`src/gpf_pkg.sv`:
```
package gpf_pkg;

	localparam int ELEV_IN_W = 16;
	localparam int AREA_W    = 13;
	localparam int YEAR_W    = 16;
	localparam int CFG_W     = 7;
	localparam int CFG_IDX_W = 1;

	localparam logic OP_LOAD = 1'b0;
	localparam logic OP_YEAR = 1'b1;

	localparam logic [CFG_IDX_W-1:0] REG_GRID_ROWS = 1'b0;
	localparam logic [CFG_IDX_W-1:0] REG_GRID_COLS = 1'b1;

	localparam logic [YEAR_W-1:0] YEAR_MAX = '1;

	// Size registers come out of reset at 64, clamped to MAX_ROWS and MAX_COLS.
	localparam int SIZE_RESET = 64;

	// Neighbor order: east, south, west, north.
	typedef enum logic [1:0] {
		DIR_E = 2'd0,
		DIR_S = 2'd1,
		DIR_W = 2'd2,
		DIR_N = 2'd3
	} dir_t;

	typedef enum logic [4:0] {
		CMD_NONE,
		CMD_LOAD,
		CMD_CLEAR,
		CMD_SEED_INIT,
		CMD_SEED_CELL,
		CMD_SEED_TAKE,
		CMD_SEED_ADV,
		CMD_PUSH_INIT,
		CMD_UP,
		CMD_UP_STEP,
		CMD_YEAR,
		CMD_TOP_READ,
		CMD_POP,
		CMD_LAST_READ,
		CMD_LAST_TAKE,
		CMD_SIFT_READ,
		CMD_SIFT_L,
		CMD_SIFT_R,
		CMD_SIFT_STEP,
		CMD_NB_READ,
		CMD_NB_TAKE,
		CMD_NB_ADV,
		CMD_OUT
	} cmd_t;

	typedef struct packed {
		logic clr_last;
		logic seeded;
		logic seed_border;
		logic seed_last;
		logic heap_full;
		logic heap_empty;
		logic hole_zero;
		logic up_less;
		logic top_sinks;
		logic has_l;
		logic has_r;
		logic nk_first;
		logic nb_inside;
		logic nb_fresh;
		logic dir_last;
		logic out_free;
	} status_t;

endpackage

```
`src/gpf_ctrl.sv`:
```
module gpf_ctrl import gpf_pkg::*; (
	input  logic    clk,
	input  logic    arst_n,
	input  logic    in_valid,
	input  logic    in_op,
	output logic    in_ready,
	input  status_t st,
	output cmd_t    cmd
);

	typedef enum logic [21:0] {
		S_CLEAR     = 22'd1 << 0,
		S_IDLE      = 22'd1 << 1,
		S_SEED_INIT = 22'd1 << 2,
		S_SEED_CELL = 22'd1 << 3,
		S_SEED_WAIT = 22'd1 << 4,
		S_SEED_ADV  = 22'd1 << 5,
		S_PUSH      = 22'd1 << 6,
		S_UP        = 22'd1 << 7,
		S_UP_CMP    = 22'd1 << 8,
		S_YEAR      = 22'd1 << 9,
		S_TOP       = 22'd1 << 10,
		S_TOP_CHK   = 22'd1 << 11,
		S_LAST      = 22'd1 << 12,
		S_LAST_WAIT = 22'd1 << 13,
		S_SIFT      = 22'd1 << 14,
		S_SIFT_L    = 22'd1 << 15,
		S_SIFT_R    = 22'd1 << 16,
		S_SIFT_DEC  = 22'd1 << 17,
		S_NB_CHK    = 22'd1 << 18,
		S_NB_WAIT   = 22'd1 << 19,
		S_NB_ADV    = 22'd1 << 20,
		S_OUT       = 22'd1 << 21
	} state_t;

	state_t state_q, state_d;
	logic   from_seed_q, from_seed_d;
	state_t push_ret;
	state_t nb_next;

	assign push_ret = from_seed_q ? S_SEED_ADV : S_NB_ADV;
	assign nb_next  = st.dir_last ? S_TOP : S_NB_CHK;

	always_comb begin
		state_d     = state_q;
		from_seed_d = from_seed_q;
		cmd         = CMD_NONE;
		in_ready    = 1'b0;
		unique case (state_q)
			S_CLEAR: begin
				cmd = CMD_CLEAR;
				if (st.clr_last) begin
					state_d = S_IDLE;
				end
			end
			S_IDLE: begin
				in_ready = 1'b1;
				if (in_valid) begin
					if (in_op == OP_LOAD) begin
						cmd = CMD_LOAD;
					end else begin
						state_d = st.seeded ? S_YEAR : S_SEED_INIT;
					end
				end
			end
			S_SEED_INIT: begin
				cmd     = CMD_SEED_INIT;
				state_d = S_SEED_CELL;
			end
			S_SEED_CELL: begin
				if (st.seed_border) begin
					cmd     = CMD_SEED_CELL;
					state_d = S_SEED_WAIT;
				end else begin
					cmd     = CMD_SEED_ADV;
					state_d = st.seed_last ? S_YEAR : S_SEED_CELL;
				end
			end
			S_SEED_WAIT: begin
				cmd         = CMD_SEED_TAKE;
				from_seed_d = 1'b1;
				state_d     = S_PUSH;
			end
			S_SEED_ADV: begin
				cmd     = CMD_SEED_ADV;
				state_d = st.seed_last ? S_YEAR : S_SEED_CELL;
			end
			S_PUSH: begin
				cmd     = CMD_PUSH_INIT;
				state_d = st.heap_full ? push_ret : S_UP;
			end
			S_UP: begin
				cmd     = CMD_UP;
				state_d = st.hole_zero ? push_ret : S_UP_CMP;
			end
			S_UP_CMP: begin
				cmd     = CMD_UP_STEP;
				state_d = st.up_less ? S_UP : push_ret;
			end
			S_YEAR: begin
				cmd     = CMD_YEAR;
				state_d = S_TOP;
			end
			S_TOP: begin
				if (st.heap_empty) begin
					state_d = S_OUT;
				end else begin
					cmd     = CMD_TOP_READ;
					state_d = S_TOP_CHK;
				end
			end
			S_TOP_CHK: begin
				if (st.top_sinks) begin
					cmd     = CMD_POP;
					state_d = S_LAST;
				end else begin
					state_d = S_OUT;
				end
			end
			S_LAST: begin
				if (st.heap_empty) begin
					state_d = S_NB_CHK;
				end else begin
					cmd     = CMD_LAST_READ;
					state_d = S_LAST_WAIT;
				end
			end
			S_LAST_WAIT: begin
				cmd     = CMD_LAST_TAKE;
				state_d = S_SIFT;
			end
			S_SIFT: begin
				cmd     = CMD_SIFT_READ;
				state_d = st.has_l ? S_SIFT_L : S_NB_CHK;
			end
			S_SIFT_L: begin
				cmd     = CMD_SIFT_L;
				state_d = st.has_r ? S_SIFT_R : S_SIFT_DEC;
			end
			S_SIFT_R: begin
				cmd     = CMD_SIFT_R;
				state_d = S_SIFT_DEC;
			end
			S_SIFT_DEC: begin
				cmd     = CMD_SIFT_STEP;
				state_d = st.nk_first ? S_NB_CHK : S_SIFT;
			end
			S_NB_CHK: begin
				if (st.nb_inside) begin
					cmd     = CMD_NB_READ;
					state_d = S_NB_WAIT;
				end else begin
					cmd     = CMD_NB_ADV;
					state_d = nb_next;
				end
			end
			S_NB_WAIT: begin
				if (st.nb_fresh) begin
					cmd         = CMD_NB_TAKE;
					from_seed_d = 1'b0;
					state_d     = S_PUSH;
				end else begin
					cmd     = CMD_NB_ADV;
					state_d = nb_next;
				end
			end
			S_NB_ADV: begin
				cmd     = CMD_NB_ADV;
				state_d = nb_next;
			end
			S_OUT: begin
				if (st.out_free) begin
					cmd     = CMD_OUT;
					state_d = S_IDLE;
				end
			end
			default: begin
				state_d = S_IDLE;
			end
		endcase
	end

	always_ff @(posedge clk or negedge arst_n) begin
		if (!arst_n) begin
			state_q     <= S_CLEAR;
			from_seed_q <= 1'b0;
		end else begin
			state_q     <= state_d;
			from_seed_q <= from_seed_d;
		end
	end

endmodule

```
`config.mk`:
```
export PLATFORM = sky130hd
export DESIGN_NAME = gpf_ctrl
export DESIGN_NICKNAME = d
export VERILOG_FILES = /design/src/gpf_pkg.sv /design/src/gpf_ctrl.sv
export SDC_FILE = /design/constraint.sdc
export NUM_CORES = 1
export LEC_CHECK = 0
export BUFFER_PORTS_ARGS = -buffer_cell sky130_fd_sc_hd__buf_4
export CAP_MARGIN = 10
export CORE_AREA = 2 2 41 81
export CTS_CLUSTER_SIZE = 12
export DETAILED_ROUTE_END_ITERATION = 10
export DIE_AREA = 0 0 43 83
export HOLD_SLACK_MARGIN = 0.03
export PLACE_DENSITY = 0.76
export SYNTH_ARGS = -nofsm -noshare
export SYNTH_HDL_FRONTEND = slang
export SYNTH_SLANG_ARGS = --single-unit
```
`constraint.sdc`:
```
create_clock -name clk -period 2.4 [get_ports clk]
set_input_delay 0.24 -clock clk [delete_from_list [all_inputs] [get_ports clk]]
set_output_delay 0.24 -clock clk [all_outputs]
set_load 0.01 [all_outputs]
```
Word level (Yosys, flattened, before mapping)
Cells that the tools add are included.
- register bits after elaboration: 23
- latch bits: 0
- memory bits (writable): 0
- ROM bits: 0
- input bits: 20
- output and inout port bits: 6
- word-level logic and storage cells: 66
- memories: 0
- add/subtract/negate cells: 0
- multiply operators: 0
- div/mod/pow operators: 0
- $lt $le $gt $ge: 0
- equality and inequality tests: 27
- shift operators: 0
- multiplexer cells: 34
- bitwise gates (word level): 0
- reduce and logical (&&, ||, !) cells: 3
- operators by type and width (cell ; count):
    $pmux 22 s22 ; 1
    $mux 22 ; 6
    $pmux 5 s22 ; 1
    $mux 19 ; 5
    $mux 21 ; 4
    $mux 10 ; 3
    $eq 22x1->1 const B ; 1
    $eq 22x10->1 const B ; 1
    $eq 22x11->1 const B ; 1
    $eq 22x12->1 const B ; 1
    $eq 22x13->1 const B ; 1
    $eq 22x14->1 const B ; 1
    $eq 22x15->1 const B ; 1
    $eq 22x16->1 const B ; 1
    $eq 22x17->1 const B ; 1
    $eq 22x18->1 const B ; 1
    $eq 22x19->1 const B ; 1
    $eq 22x2->1 const B ; 1
    $eq 22x20->1 const B ; 1
    $eq 22x21->1 const B ; 1
    $eq 22x22->1 const B ; 1
    $eq 22x3->1 const B ; 1
    $eq 22x4->1 const B ; 1
    $eq 22x5->1 const B ; 1
    16 further kinds ; 26

Logic depth before layout (Yosys ltp)
- word-level depth: 4
- mapped depth: 7

Worst setup path before layout
Ideal clock, no wire load.
- path kind: register to output
- start: register state_q[4]
- end: output cmd[0]
- data arrival time: 2090 ps
- data required time: 2160 ps
- path slack: 70 ps
- stages on the path, launching flop included: 7
- path buffers: 0
- cells stage by stage: dfrtp_1 > nor4_4 > nand3_2 > or4_1 > or3_1 > nand4_1 > or4_1
- cells in the longest elaborated chain, start to end: 2
- elaborated cells on any way between the ends: 23
- classes of those cells: eq/ne (22); mux (1)
- ends and longest elaborated chain (element ; RTL line ; RTL):
    from (decl) ; gpf_ctrl.sv:36 ; state_t state_q, state_d;
    from (signal assigned) ; gpf_ctrl.sv:188 ; state_q <= state_d;
    $eq 22x22->1, or another cell as far along ; gpf_ctrl.sv:49 ; unique case (state_q)
    $pmux 5 s22 * ; gpf_ctrl.sv:49 ;
    to (decl) ; gpf_ctrl.sv:8 ; output cmd_t cmd
Mark *: on every way between the ends. The rest lies on a longest branch, timed or not.

Final worst setup path
- start: register state_q[4]
- end: output cmd[3]
Same word-level chain as after synthesis.

==> out/metrics.yaml <==
status:
  run_status: "finished with violations"
  failed_checks: "setup timing"
floorplanning:
  placeableCoreArea_um2: 2943
  placement_rows: 28
  ios: 26
  floorplan.die.height_um: 83
  die_area_um2: 3569
  initial_core_util_pct: 53.74
  die_width_um: 43
critical_path:
  worstSetupStartpointType: "flop"
  worstSetupPathType: "flop to primary output"
  timing.critical_path.fanout_max: 3
  worst_r2r_path_depth: 10
  worstPathRequired_ps: 2160
  end_kind: "primary output"
  worst-endpoint-arrival_ps: 2500
synthesis:
  synthesized_instance_count: 183
  synth_xor_xnor_area_share_pct: 1.108
  synth_area_um2: 1582
  synthAdderAreaFrac_pct: 0
  yosys.cell_types.count: 46
  most_common_flop_cell_mapped_by_yosys: "dfrtp_1"
  synth_seq_cells: 23
  synth-warning-count: 0
  yosys-mux-area-fraction_pct: 0
  synth_compound_gate_area_share_pct: 13.29
  synth-async-reset-ratio_pct: 100.0
  synth_simple_gate_area_share_pct: 46.28
  synth_top_family_by_area: "simple AND/OR/NAND/NOR gates"
  synth_edf_count: 0
  synth.yosys.seq_area_share_pct: 36.47
  postSynthNetCount: 203
  syn_area_cell_um2: 8.642
power_and_ir_drop:
  power_per_cell_area_nw_per_um2: 763.8
  worst_ir_drop_vdd_mv: 0.7631
  power.total_mw: 1.890
  power.static_leakage_nw: 1.205
clock_network:
  clkLatencyLatePin_ps: 280
  ctsHtreeMaxLevel: 1
  cts_made_buffers: 3
  cts_max_path_buffers: 2
  clock_transition_time_at_the_flip_flop_clock_pins_of_the_worst_setup_and_hold_paths_ps: 90
  tritoncts: "built"
  cts.sink_count: 23
  clk_root_buffer_cell: "clkbuf_8"
detailed_routing:
  final_routed_drc_violation_total: 0
  route.antenna.remaining_nets: 0
  drt-total-wl_um: 6798
  dr.pass1.iters: 6
  routed_via_density: 6.933
  routedWlPerCell_um: 22.74
  route.vias.total: 2073
  drt-initial-drc-count: 121
min_path:
  hp-class: "input port to flop"
  worstHoldPathCells: 2
place:
  port_buffers: 25
  gp_congestion: 1.012
  place_hpwl_um: 4556
  dp_cells: 278
flow_run:
  max_cap_violations: 0
final_layout:
  syn_to_final_growth_pct: 56.49
  nNetsFinal: 290
  layout.filler_cells: 172
  drive_gt1_share_pct: 46.84
  layoutNonFillerInstCount: 299
  num_antenna_cells: 0
sta:
  period_share_pct: 114.1
  worst_case_clock_skew_ps: 9.174
  max_clock_freq_ghz: 0.3652
  timing.final.max_slew_violations: 0
  maxSlewHeadroom_pct: 53.59
  timing_hold_violations_final: 0
  setup_repair_after_global_routing_missed_its_margin: "true"
  setup_violation_total_in_the_final_timing_report: 5
  final.min_clock_period_ps: 2738
  setup_ws_ps: -338.3
  worst_slew_pin_slew_ps: 686.4
  hold_slack_ps: 80.74
global_routing:
  total_gr_overflow: 0
  first_global_vias: 2104
  antenna_found_initial: 0
  grt_start_max_net_pins: 24
  global_route_wire_length_before_repair_um: 10290
  gr-usage-all-layers_pct: 38.72
-- metrics by stage --
stage	setup TNS (ps)	setup WS [ps]	instance area (um^2)	util, %
after global routing	-1656	-408.0	2475	84.10
after detailed placement	-207.4	-77.32	2111	71.73
after CTS	-808.8	-230.7	2400	81.55
after floorplan	0	70.04	1582	-
after global placement	-0.8882	-0.8882	2111	71.73
final	-1400	-338.3	2475	84.10
-- sequential cells by signal, indices dropped and copies added, names as in the netlist --
signal,cells
state_q,22
from_seed_q,1
-- metal layers --
layer / up-vias / track usage [%] / part of all wire [%]
met5: - / 0 / 0
met4: 0 / 25.07 / 8.9
met3: 63 / 6.087 / 6.1
met2: 142 / 69.83 / 54
met1: 995 / 38.30 / 31
li1: 873 / - / -
-- placed cells by master (no fill, tap or decap), types with 3 or more instances in the layout --
| master | netlist | final |
|---|---|---|
| dfrtp_2 | 0 | 3 |
| clkbuf_8 | 0 | 3 |
| inv_1 | 11 | 11 |
| nor4b_1 | 6 | 5 |
| nor2_1 | 13 | 12 |
| or3_1 | 6 | 3 |
| nand2b_1 | 6 | 6 |
| nand3_1 | 9 | 8 |
| or3_4 | 0 | 3 |
| nor3_1 | 10 | 5 |
| buf_6 | 0 | 7 |
| buf_4 | 0 | 75 |
| nor3b_1 | 4 | 4 |
| nor4_1 | 6 | 4 |
| nor4_4 | 3 | 6 |
| nor3_2 | 0 | 4 |
| a21oi_1 | 6 | 5 |
| nand4_1 | 8 | 8 |
| nand2_1 | 16 | 14 |
| and2_1 | 5 | 4 |
| o22ai_1 | 4 | 3 |
| or2_2 | 3 | 3 |
| dfrtp_1 | 22 | 19 |
| o21ai_0 | 6 | 6 |
-- critical path, cell delays in order, from the launching register on --
cell	delay (ps)
dfrtp_1	420
nor4_4	390
nand3_2	140
or4_4	510
nor3_1	310
nor3_1	110
or4b_4	230
buf_4	110
-- path summary, 6_finish.rpt --
check	from	to	slack, ps
max	state_q[4]	cmd[3]	-340
min	st[15]	state_q[0]	80
max reg2reg	state_q[12]	state_q[1]	90
min reg2reg	from_seed_q	state_q[5]	490
max in group asynchronous	arst_n	state_q[0]	1700
min in group asynchronous	arst_n	state_q[8]	410
-- cells in the mapped netlist (2+ instances only) --
library cell  count  share of area (%)
dfrtp_1          22                 35
nand2_1          16                3.8
nor2_1           13                3.1
inv_1            11                2.6
nor3_1           10                3.2
nand3_1           9                2.8
nand4_1           8                3.2
a21oi_1           6                1.9
nand2b_1          6                2.4
nor4_1            6                2.4
nor4b_1           6                3.3
o21ai_0           6                1.9
or3_1             6                2.4
and2_1            5                2.0
nor3b_1           4                1.9
o22ai_1           4                1.6
or4_1             4                1.9
and3_1            3                1.2
nor4_4            3                4.0
or2_2             3                1.2
nand3b_1          2               0.95
nor2b_1           2               0.79
nor4_2            2                1.6
o21bai_1          2               0.95
or4b_2            2                1.3
xor2_1            2                1.1
-- where the power goes --
group	total, mW	switching [mW]	leakage [nW]	internal, mW
logic	1.19	0.584	0.880	0.608
clock network	0.256	0.138	0.0217	0.118
registers	0.441	0.0281	0.303	0.413
-- cells by family after synthesis --
logic type | after synthesis
buffers and inverters | 12
XOR/XNOR | 2
flip-flops | 23
AND/OR/NAND/NOR | 115
AO/OA/AOI/OAI | 31
-- layout make-up --
cell class | instances | area [um^2] | area share, %
Sequential cell | 23 | 580.6 | 23.46
Timing Repair Buffer | 83 | 651.9 | 26.34
Multi-Input combinational cell | 148 | 1115 | 45.05
Inverter | 11 | 41.29 | 1.668
Tap cell | 30 | 37.54 | 1.517
Clock buffer | 3 | 41.29 | 1.668
Clock inverter | 1 | 7.507 | 0.3033
-- repair_timing --
item | CTS | global route
setup endpoints to repair | 5 | 8
pin swaps | 10 | 15
buffers inserted | 14 | 6
hold endpoints to repair | 22 | 0
hold buffers | 1 | 0
resized for setup | 27 | 14
Note: power is estimated with default switching activity, not from simulation.
